--- config.mk ---
export PLATFORM = sky130hd
export DESIGN_NAME = argsort_engine_top
export DESIGN_NICKNAME = d
export VERILOG_FILES = /design/src/rtl/core/ags_pkg.sv /design/src/rtl/core/ags_rank_cmp.sv /design/src/rtl/core/argsort_engine_top.sv
export SDC_FILE = /design/constraint.sdc
export NUM_CORES = 2
export LEC_CHECK = 0
export BUFFER_PORTS_ARGS = -buffer_cell sky130_fd_sc_hd__buf_2
export CAP_MARGIN = 20
export CORE_MARGIN = 2
export CORE_UTILIZATION = 35
export CTS_CLUSTER_DIAMETER = 30
export CTS_CLUSTER_SIZE = 14
export DETAILED_ROUTE_END_ITERATION = 12
export PLACE_DENSITY = 0.56
export SYNTH_ARGS = -nofsm -noshare
export SYNTH_HDL_FRONTEND = slang
export SYNTH_HIERARCHICAL = 1
export SYNTH_MEMORY_MAX_BITS = 65536
export SYNTH_SLANG_ARGS = --single-unit
--- constraint.sdc ---
create_clock -name clk -period 4.85 [get_ports clk]
set_input_delay 0.485 -clock clk [delete_from_list [all_inputs] [get_ports clk]]
set_output_delay 0.485 -clock clk [all_outputs]
set_load 0.05 [all_outputs]
--- src/rtl/core/ags_pkg.sv ---
// ----------------------------------------------------------------------------
// ags_pkg
// shared types and constants for the argsort engine
// ----------------------------------------------------------------------------
package ags_pkg;

    localparam int VALUE_W = 32;
    localparam int IDX_W   = 6;

    typedef struct packed {
        logic signed [VALUE_W-1:0] value;
        logic                      last;
    } ags_in_t;

    typedef struct packed {
        logic [IDX_W-1:0]          index;
        logic signed [VALUE_W-1:0] sorted_value;
        logic                      final_res;
        logic                      overflow;
    } ags_out_t;

    typedef enum logic [2:0] {
        ST_LOAD,
        ST_RANK_FETCH,
        ST_RANK_PIVOT,
        ST_RANK_CMP,
        ST_RANK_WRITE,
        ST_EMIT_RD,
        ST_EMIT_SHOW
    } ags_state_t;

endpackage

--- src/rtl/core/ags_rank_cmp.sv ---
// ----------------------------------------------------------------------------
// ags_rank_cmp
// shared compare unit: does entry a sort strictly before entry b
// ----------------------------------------------------------------------------
module ags_rank_cmp
    import ags_pkg::*;
(
    input  logic signed [VALUE_W-1:0] a_value,
    input  logic [IDX_W-1:0]          a_idx,
    input  logic signed [VALUE_W-1:0] b_value,
    input  logic [IDX_W-1:0]          b_idx,
    output logic                      a_before_b
);

    // signed value first, smaller arrival index breaks ties
    always_comb
    begin
        if (a_value != b_value)
        begin
            a_before_b = (a_value < b_value);
        end
        else
        begin
            a_before_b = (a_idx < b_idx);
        end
    end

endmodule

--- src/rtl/core/argsort_engine_top.sv ---
// ----------------------------------------------------------------------------
// argsort_engine_top
// Loading takes one item per cycle. After the item marked last, each of the n
//   stored elements is ranked in turn (fetch, pivot, compare with all n, write),
//   then results go out one at a time (memory read, then output register).
// Throughput is set by the single shared compare unit and the one read port
//   of the value memory. Reset clears the sequencer, element count, overflow
//   flag and order bit; working registers and both memories are not cleared.
// ----------------------------------------------------------------------------
module argsort_engine_top
    import ags_pkg::*;
#(
    parameter int DEPTH = 64
)
(
    input  logic     clk,
    input  logic     rst_n,

    input  logic     cfg_wr_en,
    input  logic     cfg_wr_data,

    input  logic     in_valid,
    output logic     in_stall,
    input  ags_in_t  in_data,

    output logic     out_valid,
    input  logic     out_stall,
    output ags_out_t out_data
);

    localparam int AW    = (DEPTH > 1) ? $clog2(DEPTH) : 1;
    localparam int CNT_W = $clog2(DEPTH + 1);

    // value memory holds the set in arrival order, so address = arrival index
    logic signed [VALUE_W-1:0] value_mem [DEPTH];
    // sorted memory holds {arrival index, value} at each element's rank
    logic [AW+VALUE_W-1:0]     sort_mem  [DEPTH];

    ags_state_t state_reg, state_next;

    logic [CNT_W-1:0]          count_reg, count_next;
    logic                      ovf_reg, ovf_next;
    logic                      desc_reg;
    logic [AW-1:0]             last_pos_reg, last_pos_next;   // n - 1
    logic [AW-1:0]             pivot_idx_reg, pivot_idx_next; // element being ranked
    logic signed [VALUE_W-1:0] pivot_val_reg, pivot_val_next;
    logic [AW-1:0]             cmp_idx_reg, cmp_idx_next;     // address of data in flight
    logic [AW-1:0]             rank_reg, rank_next;
    logic [AW-1:0]             emit_k_reg, emit_k_next;

    // memory ports
    logic                      val_wr_en;
    logic [AW-1:0]             val_wr_addr;
    logic [AW-1:0]             val_rd_addr;
    logic signed [VALUE_W-1:0] val_rd_data_reg;
    logic                      sort_wr_en;
    logic                      sort_rd_en;
    logic [AW-1:0]             sort_rd_addr;
    logic [AW+VALUE_W-1:0]     sort_rd_data_reg;

    logic                      in_accept;
    logic                      out_accept;
    logic                      has_room;
    logic                      emit_final;
    logic                      cmp_before;

    assign in_accept  = in_valid && !in_stall;
    assign out_accept = out_valid && !out_stall;
    assign has_room   = (count_reg < CNT_W'(DEPTH));
    assign emit_final = (emit_k_reg == last_pos_reg);

    // ------------------------------------------------------------------------
    // shared compare unit: element in flight against the pivot
    // ------------------------------------------------------------------------
    ags_rank_cmp u_cmp (
        .a_value    (val_rd_data_reg),
        .a_idx      (IDX_W'(cmp_idx_reg)),
        .b_value    (pivot_val_reg),
        .b_idx      (IDX_W'(pivot_idx_reg)),
        .a_before_b (cmp_before)
    );

    // ------------------------------------------------------------------------
    // next state
    // ------------------------------------------------------------------------
    always_comb
    begin
        state_next = state_reg;
        unique case (state_reg)
            ST_LOAD:
            begin
                if (in_accept && in_data.last)
                begin
                    state_next = ST_RANK_FETCH;
                end
            end
            ST_RANK_FETCH:
            begin
                state_next = ST_RANK_PIVOT;
            end
            ST_RANK_PIVOT:
            begin
                state_next = ST_RANK_CMP;
            end
            ST_RANK_CMP:
            begin
                if (cmp_idx_reg == last_pos_reg)
                begin
                    state_next = ST_RANK_WRITE;
                end
            end
            ST_RANK_WRITE:
            begin
                if (pivot_idx_reg == last_pos_reg)
                begin
                    state_next = ST_EMIT_RD;
                end
                else
                begin
                    state_next = ST_RANK_FETCH;
                end
            end
            ST_EMIT_RD:
            begin
                state_next = ST_EMIT_SHOW;
            end
            ST_EMIT_SHOW:
            begin
                if (out_accept)
                begin
                    state_next = emit_final ? ST_LOAD : ST_EMIT_RD;
                end
            end
            default:
            begin
                state_next = ST_LOAD;
            end
        endcase
    end

    // ------------------------------------------------------------------------
    // datapath control and handshake outputs
    // ------------------------------------------------------------------------
    always_comb
    begin
        count_next     = count_reg;
        ovf_next       = ovf_reg;
        last_pos_next  = last_pos_reg;
        pivot_idx_next = pivot_idx_reg;
        pivot_val_next = pivot_val_reg;
        cmp_idx_next   = cmp_idx_reg;
        rank_next      = rank_reg;
        emit_k_next    = emit_k_reg;

        in_stall     = 1'b1;
        out_valid    = 1'b0;
        val_wr_en    = 1'b0;
        val_wr_addr  = count_reg[AW-1:0];
        val_rd_addr  = pivot_idx_reg;
        sort_wr_en   = 1'b0;
        sort_rd_en   = 1'b0;
        sort_rd_addr = desc_reg ? (last_pos_reg - emit_k_reg) : emit_k_reg;

        unique case (state_reg)
            ST_LOAD:
            begin
                in_stall = 1'b0;
                // stall is low while loading, so valid alone means accepted
                if (in_valid)
                begin
                    if (has_room)
                    begin
                        // store at the arrival position; full sets drop the item
                        val_wr_en  = 1'b1;
                        count_next = count_reg + CNT_W'(1);
                    end
                    else
                    begin
                        ovf_next = 1'b1;
                    end
                    if (in_data.last)
                    begin
                        last_pos_next  = has_room ? count_reg[AW-1:0] : AW'(DEPTH - 1);
                        pivot_idx_next = '0;
                    end
                end
            end
            ST_RANK_FETCH:
            begin
                val_rd_addr = pivot_idx_reg;
            end
            ST_RANK_PIVOT:
            begin
                // pivot value arrives, start streaming the set from address 0
                pivot_val_next = val_rd_data_reg;
                val_rd_addr    = '0;
                cmp_idx_next   = '0;
                rank_next      = '0;
            end
            ST_RANK_CMP:
            begin
                // rank = number of elements that sort before the pivot
                rank_next    = rank_reg + AW'(cmp_before);
                val_rd_addr  = cmp_idx_reg + AW'(1);
                cmp_idx_next = cmp_idx_reg + AW'(1);
            end
            ST_RANK_WRITE:
            begin
                sort_wr_en = 1'b1;
                if (pivot_idx_reg == last_pos_reg)
                begin
                    emit_k_next = '0;
                end
                else
                begin
                    pivot_idx_next = pivot_idx_reg + AW'(1);
                end
            end
            ST_EMIT_RD:
            begin
                sort_rd_en = 1'b1;
            end
            ST_EMIT_SHOW:
            begin
                out_valid = 1'b1;
                // valid is high here, so no stall means the item goes out
                if (!out_stall)
                begin
                    if (emit_final)
                    begin
                        // run done, next item opens a new set
                        count_next = '0;
                        ovf_next   = 1'b0;
                    end
                    else
                    begin
                        emit_k_next = emit_k_reg + AW'(1);
                    end
                end
            end
            default:
            begin
                in_stall = 1'b1;
            end
        endcase
    end

    // result item: payload stays put while the item waits
    assign out_data.index        = IDX_W'(sort_rd_data_reg[AW+VALUE_W-1:VALUE_W]);
    assign out_data.sorted_value = sort_rd_data_reg[VALUE_W-1:0];
    assign out_data.final_res    = emit_final;
    assign out_data.overflow     = ovf_reg;

    // ------------------------------------------------------------------------
    // memories
    // ------------------------------------------------------------------------
    always_ff @(posedge clk)
    begin
        if (val_wr_en)
        begin
            value_mem[val_wr_addr] <= in_data.value;
        end
        val_rd_data_reg <= value_mem[val_rd_addr];
    end

    always_ff @(posedge clk)
    begin
        if (sort_wr_en)
        begin
            sort_mem[rank_reg] <= {pivot_idx_reg, pivot_val_reg};
        end
        if (sort_rd_en)
        begin
            sort_rd_data_reg <= sort_mem[sort_rd_addr];
        end
    end

    // ------------------------------------------------------------------------
    // control registers
    // ------------------------------------------------------------------------
    always_ff @(posedge clk or negedge rst_n)
    begin
        if (!rst_n)
        begin
            state_reg <= ST_LOAD;
            count_reg <= '0;
            ovf_reg   <= 1'b0;
            desc_reg  <= 1'b0;
        end
        else
        begin
            state_reg <= state_next;
            count_reg <= count_next;
            ovf_reg   <= ovf_next;
            if (cfg_wr_en)
            begin
                desc_reg <= cfg_wr_data;
            end
        end
    end

    // working registers of the sequencer
    always_ff @(posedge clk)
    begin
        last_pos_reg  <= last_pos_next;
        pivot_idx_reg <= pivot_idx_next;
        pivot_val_reg <= pivot_val_next;
        cmp_idx_reg   <= cmp_idx_next;
        rank_reg      <= rank_next;
        emit_k_reg    <= emit_k_next;
    end

endmodule
[Word level (Yosys, flattened, before mapping)]
Memories as Yosys holds them, arrays and structs flattened. A register that Yosys moved wholly into a read port is not among the register bits.
Index checks and enable logic that the tools add are counted.
Word-level totals
  logic and storage cells: 98
  flip-flop bits (word level): 74
  memory bits (writable): 4480
  bits in read-only memories: 0
  latch bits: 0
  output and inout bits: 42
  input bits: 39
  memories: 2
Memories
  sort_mem: words 64, bits a word 38, read ports 1, clocked after memory_dff 1, write ports 1, line argsort_engine_top.sv:37  | logic [AW+VALUE_W-1:0] sort_mem [DEPTH];
  value_mem: words 64, bits a word 32, read ports 1, clocked after memory_dff 1, write ports 1, line argsort_engine_top.sv:35  | logic signed [VALUE_W-1:0] value_mem [DEPTH];
Cells by class
  reductions and logical operators: 15
  add/subtract/negate cells: 6
  equality and inequality tests: 22
  multipliers: 0
  mux-type cells: 40
  bitwise logic cells: 0
  $lt $le $gt $ge: 3
  div/mod/pow operators: 0
  shift operators: 0
Operators by type and width (number)
  $pmux 6 s2: 5
  $mux 6: 7
  $lt 32x32->1: 1
  $ne 32x32->1: 1
  $mux 7: 4
  $ne 2x2->1 const B: 11
  $pmux 3 s7: 1
  $add 6x1->6 const B: 3
  $eq 6x6->1: 3
  $mux 1: 16
  $mux 3: 5
  $pmux 7 s2: 1
  $reduce_and 5->1: 2
  $eq 3x3->1 const B: 3
  $reduce_and 4->1: 2
  $reduce_bool 2->1: 4
  $add 7x1->7 const B: 1
  $lt 7x7->1 const B: 1
  $add 6x1->6: 1
  $eq 3x2->1 const B: 2
  $lt 6x6->1: 1
  $reduce_and 3->1: 2
  $sub 6x6->6: 1
  $eq 3x1->1 const B: 1
  5 further kinds: 7

[Depth between registers and ports, before layout]
  depth after elaboration: 6
  gate-level depth with buffers: 14
  depth with buffers taken out: 13

[Cells and area by module]
The synthesis kept the hierarchy.
Modules (own cells, without submodules)
  argsort_engine_top: seq. area each 138472.8 µm², area each 178949.1 µm², instances 1, cells an instance 9755
  ags_rank_cmp: seq. area each 0.0 µm², area each 939.7 µm², instances 1, cells an instance 134

[Worst setup path before layout]
Ideal clock, no wire load.
  kind: reg2reg
  start point: register pivot_val_reg[10]
  end point: register rank_reg[4] (data pin)
  clock period less this slack: 3.755 ns
  path slack: 1.095 ns
  cell stages (with the launch flop): 14
  required time: 4.593 ns
  library setup time: 0.257 ns
  buffers on the path: 0
  arrival: 3.498 ns
  cell sequence: edfxtp_1 -> inv_1 -> ha_1 -> nand4_1 -> or4_1 -> or4_1 -> o211ai_1 -> a22oi_1 -> a31o_1 -> ha_1 -> ha_1 -> nand3_1 -> xor2_1 -> nor2_1
On the way
  longest elaborated chain between the ends: 4
  elaborated cells on any way between the ends: 5
RTL lines
  start, declared: line argsort_engine_top.sv:46  | logic signed [VALUE_W-1:0] pivot_val_reg, pivot_val_next;
  start signal, assigned: line argsort_engine_top.sv:307  | pivot_val_reg <= pivot_val_next;
  $lt 32x32->1 or $ne 32x32->1 (tied branches): line ags_rank_cmp.sv:20, ags_rank_cmp.sv:18
  $mux 1 (*): line ags_rank_cmp.sv:18  | if (a_value != b_value)
  net cmp_before: line argsort_engine_top.sv:65  | logic cmp_before;
  $add 6x1->6 (*): line argsort_engine_top.sv:203  | rank_next = rank_reg + AW'(cmp_before);
  $pmux 6 s2 (*): line argsort_engine_top.sv:164  | unique case (state_reg)
  end signal, assigned: line argsort_engine_top.sv:309  | rank_reg <= rank_next;
  end, declared: line argsort_engine_top.sv:48  | logic [AW-1:0] rank_reg, rank_next;
Mark *: on every way through the listed nets, which the timed path passes. The rest lies on a longest branch.
A chain may end at the register's enable or synchronous reset.

[Final worst setup path]
  start point: register cmp_idx_reg[0]
  end point: register val_rd_data_reg[22] (read register of value_mem)
On the way
  longest elaborated chain between the ends: 2
RTL lines
  start, declared: line argsort_engine_top.sv:47  | logic [AW-1:0] cmp_idx_reg, cmp_idx_next;
  start signal, assigned: line argsort_engine_top.sv:308  | cmp_idx_reg <= cmp_idx_next;
  $add 6x1->6: line argsort_engine_top.sv:204  | val_rd_addr = cmp_idx_reg + AW'(1);
  $pmux 6 s2: line argsort_engine_top.sv:164
  end, declared: line argsort_engine_top.sv:55  | logic signed [VALUE_W-1:0] val_rd_data_reg;
Every way passes these cells.

==> out/summary.txt <==
Hold Crit Class: in -> reg
VDD IR max: 0.568 mV
vias in the first global route: 101038
Site Rows: 263
core area: 0.512 mm²
required time worst endpoint: 5.92 ns
CP Cell Sequence: ha_1 > xnor2_1 > o2bb2ai_4 > buf_12 > nor2_4 > buf_12 > nand3_1 > a31oi_1 > a211o_1
Vias/cell: 5.49
clk sink count: 4624
drt first pass iters: 5
CP max-delay cell: a31oi_1
max-cap violations: 0
CP Max Fanout: 33
Mean Syn Cell Area: 18.2 µm²
ys flop type: edfxtp_1
CP top delay family: compound AO/OA/AOI/OAI gates
Largest register FFs: 2432
EDFF count, synth: 4580
Final Max Tran Viols: 0
share of layout cells above drive strength 1: 0.248
post-synthesis mux area share: 0.117
FF+latch count, synth: 4624
Adder-Cell Fraction of Synth Area: 0.00345
register area share after synthesis: 0.770
post-cts resize count: 0
CP endpoint kind: register
Fill cells: 43964
Die H: 721 µm
Worst Clk Skew: 0.118 ns
RSZ-0062 raised after global routing: false
final WL: 535000 µm
post-layout min period: 4.31 ns
fin worst setup slack: 0.536 ns
Die Area: 0.520 mm²
initial antenna violation count: 28
DR WL/cell: 29.3 µm
CTS buffer count: 836
Die Wd: 721 µm
Post-Syn Area: 0.180 mm²
Worst Path Arrival: 5.38 ns
Initial Utilization: 0.351
Synth Area in Compound Gates: 0.0276
maximum clock rate: 0.232 GHz
Synth-to-Final Area Change: 23.3%
first-pass GRT wire length: 753000 µm
Top-Level Pins: 81
critical path launch point type: register
CTS root buf: clkbuf_16
gr ovfl total: 0
largest net degree at the start of global routing: 111
initial drt markers: 11637
Post-Syn Instances: 9889
buffers plus inverters on the worst setup path: 2
pre-CTS WS: 0.573 ns
synth warn: 6
Skew-Pair Late Insertion Delay: 1.13 ns
final setup fails: 0
most common cell after layout, fill and taps aside: edfxtp_1
register area: 0.138 mm²
LEAKAGE: 74.4 nW
fraction of registers with async set/reset: 0.00260
Yosys cell types: 79
gr usage total: 0.200
Final TNS setup: 0 ns
H-Tree Depth: 6
Net Count, Synth: 9977
final period utilization: 0.889
final RePlAce weighted congestion: 0.845
most frequent cells in the layout: 4580 x edfxtp_1, 1481 x nand2_1, 846 x clkbuf_16, 688 x nand3_1, 675 x mux4_2
post-DP HPWL: 308000 µm
worst relative slew slack: 0.213
CTS tree: yes
Final nets: 10857
maximum root-to-sink buffer count: 4
kind of critical path: reg -> reg
vias: 100299
Hold Violations, Final: 0
Synth Area in XOR/XNOR: 0.00151
Critical Path Max Stage Delay: 0.95 ns
Worst Tran Pin Value: 1.17 ns
postcts setup bufs: 0
combinational family with the most area after synthesis: multiplexers
Port Buf Inserts: 80
# DRC: 0
Multi-input gate area: 0.0394 mm²
antenna viol nets, final: 0
clk slew on worst S/H paths: 0.06 ns
P per Cell Area: 620 mW/mm²
outcome: completed
most used cell, CP: buf_12
simple-gate area share of the yosys netlist: 0.0629
[routing by layer]
layer  up-vias  wire length [µm]  GRT usage
met4        14             18100     0.0677
li1      41552                 -          -
met5         -                84          0
met3       874             42300     0.0364
met1     53031            213000      0.263
met2      4828            262000      0.334
[through the flow]
| step | hold slack, ns | cell area (µm²) | cells | total power, mW | utilization |
|---|---|---|---|---|---|
| 3_5_place_dp | 0.392 | 192000 | 16668 | 78.8 | 0.375 |
| 4_1_cts | 0.00128 | 222000 | 18250 | 138 | 0.432 |
| 5_1_grt | 0.0435 | 222000 | 18258 | 142 | 0.433 |
| 2_1_floorplan | 0.189 | 180000 | 9889 | 66.5 | - |
| 6_report | 0.0516 | 222000 | 18266 | 138 | 0.433 |
| 3_3_place_gp | 0.389 | 192000 | 16665 | 78.3 | 0.375 |
[synth_stat cells, types with 13 or more instances]
library cell,number,area [µm²]
edfxtp_1,4580,138000
nand2_1,1481,5560
nand3_1,688,3440
mux4_2,675,15200
mux2i_1,578,5790
clkbuf_1,231,867
buf_2,205,1030
nor2_1,189,709
a31oi_1,141,882
nand4_1,98,613
a21oi_1,82,410
a22oi_1,77,578
buf_4,70,526
a211oi_1,68,510
inv_1,67,251
and3_1,66,413
o22ai_1,51,319
ha_1,48,601
buf_1,36,135
a32oi_1,33,289
dfxtp_1,32,641
o221ai_1,32,280
buf_6,28,315
o21ai_0,23,115
a221oi_1,22,193
a311oi_1,21,184
a32o_1,18,180
xnor2_1,16,140
xor2_1,15,131
a211o_1,14,123
o311ai_1,13,114
[timing repair]
item,in CTS,in global routing
setup endpoints to repair,0,0
hold buffers,13,3
endpoints found under the hold margin,125,84
[path summary, 6_finish.rpt]
kind                       cells after the start                   to                 from  slack (ns)
max                                            9  val_rd_data_reg[22]       cmp_idx_reg[0]        0.54
min                                            2     value_mem[58][4]           in_data[5]        0.05
max reg2reg                                    9  val_rd_data_reg[22]       cmp_idx_reg[0]        0.54
min reg2reg                                    0    pivot_val_reg[17]  val_rd_data_reg[17]        0.46
max in group asynchronous                      3              ovf_reg                rst_n        3.89
min in group asynchronous                      3         state_reg[2]                rst_n        0.55
[report_power, final]
group          internal (mW)  leakage (nW)  switching [mW]
combinational           9.89          18.8            20.8
sequential              46.7          41.6           0.927
clock                   38.6          13.9            20.6
total                   95.2          74.4            42.3
[layout make-up]
type / count / area share
Multi-Input combinational cell: 4621 / 0.178
Antenna cell: 9 / 0.000102
Tap cell: 6757 / 0.0381
Clock inverter: 632 / 0.0341
Sequential cell: 4624 / 0.625
Clock buffer: 937 / 0.0972
Inverter: 68 / 0.00115
Timing Repair Buffer: 618 / 0.0271
[cells by family after synthesis]
kind of cell    Yosys count
compound gates          679
xor+xnor                 31
fa+ha+maj                49
buf+inv                 644
flops                  4624
mux                    1256
simple gates           2606
Power figures use the tool's default switching activity.
